## config.mk

```make
export PLATFORM = sky130hd
export DESIGN_NAME = forest_fire_grid_step_core
export DESIGN_NICKNAME = d
export VERILOG_FILES = /design/src/design/ffgs_pkg.sv /design/src/design/ffgs_cell_upd.sv /design/src/design/forest_fire_grid_step_core.sv
export SDC_FILE = /design/constraint.sdc
export NUM_CORES = 2
export LEC_CHECK = 0
export BUFFER_PORTS_ARGS = -buffer_cell sky130_fd_sc_hd__buf_2
export CAP_MARGIN = 0
export CORE_UTILIZATION = 44
export CTS_CLUSTER_DIAMETER = 150
export CTS_CLUSTER_SIZE = 30
export DETAILED_ROUTE_END_ITERATION = 7
export SYNTH_ARGS = -nofsm -noshare
export SYNTH_HDL_FRONTEND = slang
export SYNTH_HIERARCHICAL = 1
export SYNTH_SLANG_ARGS = --single-unit
```

## constraint.sdc

```tcl
create_clock -name clk -period 12.3 [get_ports clk]
set_input_delay 1.845 -clock clk [delete_from_list [all_inputs] [get_ports clk]]
set_output_delay 1.845 -clock clk [all_outputs]
set_load 0.03 [all_outputs]
```

## src/design/ffgs_pkg.sv

```systemverilog
// Package for the forest fire grid core: cell codes, command codes,
// stream widths, the sequencer state type and the neighbor mask struct.
`timescale 1ns / 1ps

package ffgs_pkg;

  localparam int CMD_W       = 2;
  localparam int COORD_W     = 4;
  localparam int CELL_W      = 2;
  localparam int COUNT_W     = 9;
  localparam int IN_TDATA_W  = 16;
  localparam int OUT_TDATA_W = 16;

  typedef logic [CELL_W-1:0] cell_t;

  localparam cell_t CELL_TREE    = 2'd0;
  localparam cell_t CELL_BURNING = 2'd1;
  localparam cell_t CELL_BURNT   = 2'd2;

  localparam logic [CMD_W-1:0] CMD_WRITE = 2'd0;
  localparam logic [CMD_W-1:0] CMD_STEP  = 2'd1;
  localparam logic [CMD_W-1:0] CMD_READ  = 2'd2;

  localparam logic [COUNT_W-1:0] COUNT_MAX = 9'h1FF;

  typedef enum logic [2:0] {
    S_CLEAR,
    S_IDLE,
    S_RDWAIT,
    S_STEP,
    S_DONE
  } state_t;

  typedef struct packed {
    logic up;
    logic dn;
    logic lf;
    logic rt;
  } nbr_mask_t;

endpackage

```

## src/design/ffgs_cell_upd.sv

```systemverilog
// Cell update rule of the forest fire automaton for one 3x3 window.
// Depends on ffgs_pkg for the cell codes and the neighbor mask struct.
`timescale 1ns / 1ps

module ffgs_cell_upd (
  input  ffgs_pkg::cell_t [8:0] win,
  input  ffgs_pkg::nbr_mask_t   mask,
  output ffgs_pkg::cell_t       next_cell,
  output logic                  next_burning
);
  import ffgs_pkg::*;

  logic [8:0] burn;
  logic [8:0] keep;
  logic       fire_near;

  always_comb begin
    for (int i = 0; i < 9; i++) begin
      burn[i] = (win[i] == CELL_BURNING);
    end
    keep[0] = mask.up & mask.lf;
    keep[1] = mask.up;
    keep[2] = mask.up & mask.rt;
    keep[3] = mask.lf;
    keep[4] = 1'b0;
    keep[5] = mask.rt;
    keep[6] = mask.dn & mask.lf;
    keep[7] = mask.dn;
    keep[8] = mask.dn & mask.rt;
    fire_near = |(burn & keep);

    if (win[4] == CELL_TREE) begin
      next_cell = fire_near ? CELL_BURNING : CELL_TREE;
    end else if (win[4] == CELL_BURNING) begin
      next_cell = CELL_BURNT;
    end else begin
      next_cell = win[4];
    end
    next_burning = (next_cell == CELL_BURNING);
  end

endmodule

```

## src/design/forest_fire_grid_step_core.sv

```systemverilog
// Forest fire grid core: one command beat in, one result beat out.
// The slave side carries a command: write a cell, read a cell, or advance
// the whole grid by one generation. The master side returns the value read
// (zero for anything but a read) and the number of burning cells after the
// most recent step.
// After reset the core clears its grid to all trees, with s_tready low
// until the clear is done.
// One command is worked on at a time. A write or an unused command goes
// through S_DONE to the output register; a read goes through S_RDWAIT first.
// A step streams every cell once through a single cell updater fed by one
// memory read port and a window shift line of two grid rows plus three
// cells.
// The grid lives in a two-bank memory; a step reads one bank, writes the
// other and then swaps them.
// A result waits in the output register while the receiver stalls; the core
// still accepts the next command, but holds its result until the register
// is free.
// Depends on ffgs_pkg and ffgs_cell_upd.
`timescale 1ns / 1ps

module forest_fire_grid_step_core #(
  parameter int GRID_SIZE = 16
) (
  input  logic                               clk,
  input  logic                               rst,
  input  logic                               s_tvalid,
  output logic                               s_tready,
  // command[1:0], row[5:2], column[9:6], cell_value[11:10], zeros above.
  input  logic [ffgs_pkg::IN_TDATA_W-1:0]    s_tdata,
  output logic                               m_tvalid,
  input  logic                               m_tready,
  // read_value[1:0], burning_count[10:2], zeros above.
  output logic [ffgs_pkg::OUT_TDATA_W-1:0]   m_tdata
);
  import ffgs_pkg::*;

  localparam int N   = GRID_SIZE * GRID_SIZE;
  localparam int AW  = $clog2(N);
  localparam int MW  = AW + 1;
  localparam int SW  = $clog2(N + GRID_SIZE + 4);
  localparam int CW  = $clog2(GRID_SIZE);
  localparam int SHL = 2 * GRID_SIZE + 3;

  state_t state, state_next;

  logic [CMD_W-1:0]   command;
  logic [COORD_W-1:0] row;
  logic [COORD_W-1:0] column;
  cell_t              cell_value;
  logic               on_grid;
  logic [AW-1:0]      cmd_addr;

  cell_t              mem [2**MW];
  logic               mem_we;
  logic               mem_re;
  logic [MW-1:0]      mem_waddr;
  logic [MW-1:0]      mem_raddr;
  cell_t              mem_wdata;
  cell_t              rd_data;

  logic               bank;
  logic [AW-1:0]      clr_addr;
  logic [SW-1:0]      scan;
  logic               step_d;
  logic               feed_real;
  cell_t [SHL-1:0]    sh;
  logic [AW-1:0]      cidx;
  logic [CW-1:0]      crow;
  logic [CW-1:0]      ccol;
  logic               proc;
  logic [COUNT_W-1:0] cnt;
  logic [COUNT_W-1:0] cnt_next;
  logic [COUNT_W-1:0] fire_count;

  cell_t              res_val;
  logic               res_on;
  logic               load_out;

  cell_t [8:0]        win;
  nbr_mask_t          mask;
  cell_t              upd_cell;
  logic               upd_burning;

  assign command    = s_tdata[1:0];
  assign row        = s_tdata[5:2];
  assign column     = s_tdata[9:6];
  assign cell_value = s_tdata[11:10];

  assign on_grid  = ({3'b000, row} < 7'(GRID_SIZE)) && ({3'b000, column} < 7'(GRID_SIZE));
  assign cmd_addr = AW'(row) * AW'(GRID_SIZE) + AW'(column);

  assign proc = (state == S_STEP) && (scan >= SW'(GRID_SIZE + 3));

  always_comb begin
    win[0] = sh[2*GRID_SIZE+2];
    win[1] = sh[2*GRID_SIZE+1];
    win[2] = sh[2*GRID_SIZE];
    win[3] = sh[GRID_SIZE+2];
    win[4] = sh[GRID_SIZE+1];
    win[5] = sh[GRID_SIZE];
    win[6] = sh[2];
    win[7] = sh[1];
    win[8] = sh[0];
    mask.up = (crow != '0);
    mask.dn = (crow != CW'(GRID_SIZE - 1));
    mask.lf = (ccol != '0);
    mask.rt = (ccol != CW'(GRID_SIZE - 1));
  end

  ffgs_cell_upd u_upd (
    .win          (win),
    .mask         (mask),
    .next_cell    (upd_cell),
    .next_burning (upd_burning)
  );

  assign cnt_next = (upd_burning && (cnt != COUNT_MAX)) ? cnt + 1'b1 : cnt;

  always_comb begin
    state_next = state;
    s_tready   = 1'b0;
    mem_we     = 1'b0;
    mem_re     = 1'b0;
    mem_waddr  = {bank, cmd_addr};
    mem_raddr  = {bank, cmd_addr};
    mem_wdata  = cell_value;
    load_out   = 1'b0;
    unique case (state)
      S_CLEAR: begin
        mem_we    = 1'b1;
        mem_waddr = {bank, clr_addr};
        mem_wdata = CELL_TREE;
        if (clr_addr == AW'(N - 1)) begin
          state_next = S_IDLE;
        end
      end
      S_IDLE: begin
        s_tready = 1'b1;
        if (s_tvalid) begin
          unique case (command)
            CMD_WRITE: begin
              mem_we     = on_grid;
              state_next = S_DONE;
            end
            CMD_STEP: begin
              state_next = S_STEP;
            end
            CMD_READ: begin
              mem_re     = 1'b1;
              state_next = S_RDWAIT;
            end
            default: begin
              state_next = S_DONE;
            end
          endcase
        end
      end
      S_RDWAIT: begin
        state_next = S_DONE;
      end
      S_STEP: begin
        mem_re    = (scan < SW'(N));
        mem_raddr = {bank, AW'(scan)};
        if (proc) begin
          mem_we    = 1'b1;
          mem_waddr = {~bank, cidx};
          mem_wdata = upd_cell;
          if (cidx == AW'(N - 1)) begin
            state_next = S_DONE;
          end
        end
      end
      S_DONE: begin
        if (!m_tvalid || m_tready) begin
          load_out   = 1'b1;
          state_next = S_IDLE;
        end
      end
      default: begin
        state_next = S_IDLE;
      end
    endcase
  end

  always_ff @(posedge clk) begin
    if (mem_we) begin
      mem[mem_waddr] <= mem_wdata;
    end
    if (mem_re) begin
      rd_data <= mem[mem_raddr];
    end
  end

  always_ff @(posedge clk) begin
    if (rst) begin
      state      <= S_CLEAR;
      bank       <= 1'b0;
      clr_addr   <= '0;
      fire_count <= '0;
      step_d     <= 1'b0;
      m_tvalid   <= 1'b0;
    end else begin
      state  <= state_next;
      step_d <= (state == S_STEP);
      if (state == S_CLEAR) begin
        clr_addr <= clr_addr + 1'b1;
      end
      if (proc && (cidx == AW'(N - 1))) begin
        fire_count <= cnt_next;
        bank       <= ~bank;
      end
      if (load_out) begin
        m_tvalid <= 1'b1;
      end else if (m_tready) begin
        m_tvalid <= 1'b0;
      end
    end
  end

  always_ff @(posedge clk) begin
    feed_real <= (scan < SW'(N));
    if (step_d) begin
      sh <= {sh[SHL-2:0], feed_real ? rd_data : CELL_TREE};
    end
    if (state == S_IDLE) begin
      res_val <= CELL_TREE;
      res_on  <= on_grid;
      scan    <= '0;
      cidx    <= '0;
      crow    <= '0;
      ccol    <= '0;
      cnt     <= '0;
    end
    if (state == S_RDWAIT) begin
      res_val <= res_on ? rd_data : CELL_TREE;
    end
    if (state == S_STEP) begin
      scan <= scan + 1'b1;
      if (proc) begin
        cidx <= cidx + 1'b1;
        cnt  <= cnt_next;
        if (ccol == CW'(GRID_SIZE - 1)) begin
          ccol <= '0;
          crow <= crow + 1'b1;
        end else begin
          ccol <= ccol + 1'b1;
        end
      end
    end
    if (load_out) begin
      m_tdata <= {(OUT_TDATA_W - COUNT_W - CELL_W)'(0), fire_count, res_val};
    end
  end

endmodule

```

# Yosys cells after proc, flatten, opt, wreduce, memory -nomap -nowiden
# Memory sizes are Yosys's and may differ from the RTL's. A register that Yosys moved wholly into a read port is not among the register bits.
# Cells that the tools add are included.
# W data, S select, Z words.
dict set report word_totals {
  n_memories 1
  out_inout_bits 18
  elab_cells 155
  latchBits 0
  mem_bits_rw 1024
  inputBits 20
  romBits 0
  reg_bits 141
}
dict set report op_classes {
  n_eq_ne 27
  shifts 0
  mul 0
  addsub 7
  n_bitwise 6
  reduce_logical 15
  n_div 0
  muxes 48
  magnitude_cmp 2
}
# memory depth word_bits read_ports rd_ports_with_merged_regs wr line_no
set memory_table {}
lappend memory_table {mem 512 2 1 1 1 forest_fire_grid_step_core.sv:53} ;# cell_t mem [2**MW];
# op n
set op_table {}
lappend op_table {{$mux W9} 7}
lappend op_table {{$mux W4} 8}
lappend op_table {{$mux W8} 4}
lappend op_table {{$eq A2 B1 Y1 const B} 11}
lappend op_table {{$add A9 B1 Y9 const B} 2}
lappend op_table {{$pmux W9 S2} 1}
lappend op_table {{$add A8 B1 Y8 const B} 2}
lappend op_table {{$eq A8 B8 Y1 const B} 2}
lappend op_table {{$mux W3} 5}
lappend op_table {{$pmux W3 S5} 1}
lappend op_table {{$mux W1} 13}
lappend op_table {{$mux W2} 5}
lappend op_table {{$and A9 B9 Y9} 1}
lappend op_table {{$ge A9 B5 Y1 const B} 1}
lappend op_table {{$lt A9 B9 Y1 const B} 1}
lappend op_table {{$ne A9 B9 Y1 const B} 1}
lappend op_table {{$reduce_or A9 Y1} 1}
lappend op_table {{$add A4 B1 Y4 const B} 2}
lappend op_table {{$add A8 B4 Y8} 1}
lappend op_table {{$ne A2 B2 Y1 const B} 4}
lappend op_table {{$ne A4 B4 Y1 const B} 2}
lappend op_table {{$reduce_bool A4 Y1} 2}
lappend op_table {{$eq A3 B2 Y1 const B} 2}
lappend op_table {{$pmux W3 S2} 1}
lappend op_table {{17 further kinds} 25}

# Longest topological paths before layout
dict set report logic_depth {
  ltp_word 11
  mapped_depth 16
  ltp_nobuf 13
}

# By module
# The synthesis kept the hierarchy.
# mod seq_area_each_um2 cells_per_inst instances area_per_inst_um2
set by_module_without_submodules {}
lappend by_module_without_submodules {forest_fire_grid_step_core 34553.1 3714 1 48236.3}
lappend by_module_without_submodules {ffgs_cell_upd 0.0 15 1 116.4}

# Worst setup path after synthesis
# No wires, ideal clock.
dict set report synth_path {
  path_kind {register to register}
  start {register scan[0]}
  end {memory mem[0][0] (netlist name), data pin}
  arrival_ns 7.936
  required_time_ns 10.855
  setup_time_ns 1.445
  synth_period_minus_slack_ns 9.382
  path_buffers 2
  path_slack_ns 2.918
  path_stages_with_launch 9
  cell_sequence {edfxtp_1 -> ha_1 -> a2111o_1 -> a21oi_1 -> or2_2 -> buf_2 -> clkbuf_1 -> nand3b_1 -> nand2_1}
}
dict set report synth_between {
  elab_chain_cells 4
}
# element line_no
set synth_rtl {}
lappend synth_rtl {{from (decl)} forest_fire_grid_step_core.sv:63} ;# logic [SW-1:0] scan;
lappend synth_rtl {{from (signal assigned)} forest_fire_grid_step_core.sv:238} ;# scan <= scan + 1'b1;
lappend synth_rtl {{$ge A9 B5 Y1} forest_fire_grid_step_core.sv:92} ;# assign proc = (state == S_STEP) && (scan >= SW'(GRID_SIZE + 3));
lappend synth_rtl {{$logic_and A1 B1 Y1} forest_fire_grid_step_core.sv:92}
lappend synth_rtl {{$mux W2} forest_fire_grid_step_core.sv:164} ;# if (proc) begin
lappend synth_rtl {{$pmux W2 S2} forest_fire_grid_step_core.sv:128} ;# unique case (state)
lappend synth_rtl {{named net mem_wdata[0]} forest_fire_grid_step_core.sv:58} ;# cell_t mem_wdata;
lappend synth_rtl {{to (decl)} forest_fire_grid_step_core.sv:53}
# The timed path passes the listed nets, and every way through them passes these cells.

# Worst setup path in the final report
dict set report layout_path {
  start {input port s_tdata[8] (netlist name)}
  end {register rd_data[1], read port of mem, data pin}
}
dict set report layout_between {
  elab_chain_cells 2
}
# element line_no
set layout_rtl {}
lappend layout_rtl {{from (decl)} forest_fire_grid_step_core.sv:29} ;# input logic [ffgs_pkg::IN_TDATA_W-1:0] s_tdata,
lappend layout_rtl {{$add A8 B4 Y8} forest_fire_grid_step_core.sv:90} ;# assign cmd_addr = AW'(row) * AW'(GRID_SIZE) + AW'(column);
lappend layout_rtl {{$mux W8} forest_fire_grid_step_core.sv:128}
lappend layout_rtl {{to (decl)} forest_fire_grid_step_core.sv:59} ;# cell_t rd_data;
# Every way passes these cells.
# A chain may end at the register's enable or synchronous reset.

==> flow_metrics.py <==
metrics = {
    "clock_network": {
        "post-cts-setup-buffer-count": 0,
        "path_clk_slew_ps": 110,
        "numCtsBuffers": 44,
        "cts.sinks": 1167,
        "cts_root_buffer": "clkbuf_16",
        "cts_tree": "done",
        "hold_buffers": 0,
        "htree_levels": 2,
        "clock_path_buffers": 3,
        "cts_resized": 0,
        "clock_latency_ps": 690,
    },
    "worst_setup_path": {
        "cp-start-kind": "primary input",
        "critPathArrivalTime_ps": 6200,
        "critPathCaptureType": "flop",
        "critPathMaxFanout": 48,
        "critPathKind": "primary input to flop",
        "crit_required_ps": 12660,
    },
    "detailed_routing": {
        "drt_pass1_iterations": 5,
        "drt_iter0_drc": 3160,
        "drc_errors": 0,
        "via_per_inst": 5.91,
        "ant_nets": 0,
        "num_vias": 29800,
        "wl_per_cell_um": 25.2,
        "routed_wirelength_mm": 127,
    },
    "timing": {
        "rsz0062_at_grt": "no",
        "slew_violations": 0,
        "fin_skew_ps": 32.3,
        "hold_violations": 0,
        "period_share_pct": 47.5,
        "max_slew.worst_pin.slew_ps": 1160,
        "layout_min_cycle_time_ps": 5840,
        "finalSetupViolCount": 0,
        "fmax_ghz": 0.171,
        "relSlewSlack_pct": 22.1,
        "fin_setup_tns_ps": 0,
    },
    "final_layout": {
        "drive_gt1_share_pct": 6.75,
        "areaGrowthSynthToFinish_pct": 5.26,
        "register_area_um2": 34600,
        "n_fill_cell": 9792,
        "nets": 3650,
        "post-route-util_pct": 46.8,
        "multi_input_area_um2": 12700,
    },
    "logic_synthesis": {
        "synth_area_um2": 48400,
        "ys_seq_area_share_pct": 71.5,
        "synth_most_common_cell": "edfxtp_1",
        "synthAdderAreaFrac_pct": 0.311,
        "synth_top_family_by_area": "simple AND/OR/NAND/NOR gates",
        "avgSynthCellArea_um2": 13.0,
        "yosys_warnings": 6,
        "synth-main-ff-cell": "edfxtp_1",
        "ys_types": 80,
        "synthArstFlopShare_pct": 0,
        "synth_top_cells_by_count": "edfxtp_1, nand2_1, nor2_1",
        "yosys.area_share.simple_pct": 15.7,
        "synth_area_leader_cell": "edfxtp_1",
        "synth-compound-area-share_pct": 4.68,
        "synth_xor_area_share_pct": 0.417,
        "synth_area_leaders": "edfxtp_1, nand2_1, nor2_1",
        "synth.area.mux_share_pct": 4.78,
        "ys_seq_elements": 1167,
        "synth_top_area_share_pct": 69.4,
        "synth_edf_count": 1118,
        "netlist_instances": 3729,
    },
    "flow_run": {
        "max_cap_viol_count": 0,
    },
    "global_route": {
        "grt_max_degree": 219,
        "grtUsageMet2_pct": 35.9,
        "use_met1_pct": 31.6,
        "grtUsageTotal_pct": 22.7,
        "grt_most_used_layer": "met2",
        "grt_pass1_wl_mm": 187,
        "grt_pass1_vias": 28700,
        "use_met3_pct": 4.72,
        "overflow": 0,
        "antenna_found_initial": 5,
    },
    "floorplan": {
        "dieWidth_um": 334,
        "core_um2": 109000,
        "io_pins": 38,
        "die_area_um2": 111000,
        "initial_core_util_pct": 44.4,
        "die_h_um": 334,
        "core.rowCount": 121,
    },
    "pwr": {
        "power_density_nw_per_um2": 128,
        "peakVddDrop_mv": 0.106,
        "cellLeakagePower_nw": 15.1,
        "power_mw": 6.49,
    },
    "status": {
        "status": "finished clean",
    },
    "placement": {
        "io_buffers": 28,
        "gp_congestion": 0.818,
        "hpwl_mm": 70.6,
    },
    "worst_hold_path": {
        "hold_path_class": "flop to flop",
    },
}
registers in the layout (all words and copies together), names as in the netlist, 4 cells and up:
signal      flops
cidx            8
m_tdata        11
crow            4
sh             70
cnt             9
scan            9
clr_addr        8
fire_count      9
ccol            4
mem          1024
report_power, final:
group	total [mW]	switching [mW]	internal (mW)	leakage, nW
logic	0.363	0.267	0.0960	5.83
registers	4.30	0.00478	4.30	8.73
clock network	1.83	1.15	0.675	0.569
total	6.49	1.42	5.07	15.1
metrics by stage:
step	hold WS, ps	cell area (um^2)	std cells	worst slack (ps)
2_1_floorplan	400	48400	3733	2920
3_3_place_gp	403	49700	4986	5850
3_5_place_dp	405	49700	4986	5800
4_1_cts	432	50900	5041	6510
5_1_grt	437	50900	5041	6190
6_report	430	50900	5042	6460
routing by layer:
metal	share of wire, %	vias up
met5	0.030	-
met4	3.0	6
met3	8.3	188
met2	47	1107
met1	42	15100
li1	-	13400
cell usage in the layout (no fill, tap or decap), types with 13 or more instances in the layout:
| cell | instances |
|---|---|
| nand2_2 | 14 |
| nand2_1 | 720 |
| nor2_1 | 605 |
| xnor2_1 | 13 |
| o21ai_0 | 37 |
| edfxtp_1 | 1118 |
| inv_1 | 19 |
| mux2i_1 | 72 |
| clkbuf_16 | 45 |
| nand3_1 | 265 |
| a211oi_1 | 25 |
| a22oi_1 | 13 |
| nand4_1 | 45 |
| a21oi_1 | 38 |
| dfxtp_1 | 48 |
| buf_4 | 60 |
| a32oi_1 | 31 |
| a31oi_1 | 71 |
| and3_1 | 45 |
| mux4_2 | 58 |
| buf_2 | 28 |
final timing paths:
check             startpoint  cells past startpoint  slack [ps]         end
setup / recovery  s_tdata[8]                      9        6460  rd_data[1]
hold / removal        sh[27]                      0         430      sh[29]
setup reg to reg    state[2]                     10        6490  rd_data[1]
hold reg to reg       sh[27]                      0         430      sh[29]
area by class of cell:
cell class	count	area share, %
sequential	1167	67.9
multi-input combinational	2293	24.9
tap	1414	3.48
clock buffer	54	2.28
timing repair buffer	92	1.32
inverter	20	0.148
clock inverter	1	0.00983
antenna	1	0.00492
cell families (layout without fill, tap and decap cells):
kind of cell,Yosys count,count (layout)
xor+xnor,23,23
simple gates,1788,1788
buf+inv,273,167
compound gates,319,319
other cells,1,6
flops,1167,1167
mux,146,146
fa+ha+maj,12,12
worst max-delay path: stages:
cell and delay [ps]:
buf_2 390, a21o_4 540, buf_4 760, buf_4 640, mux4_2 340, a32oi_1 80, a41oi_1 510, nor4_1 220
nor4_1 800
Power figures use the tool's default switching activity.
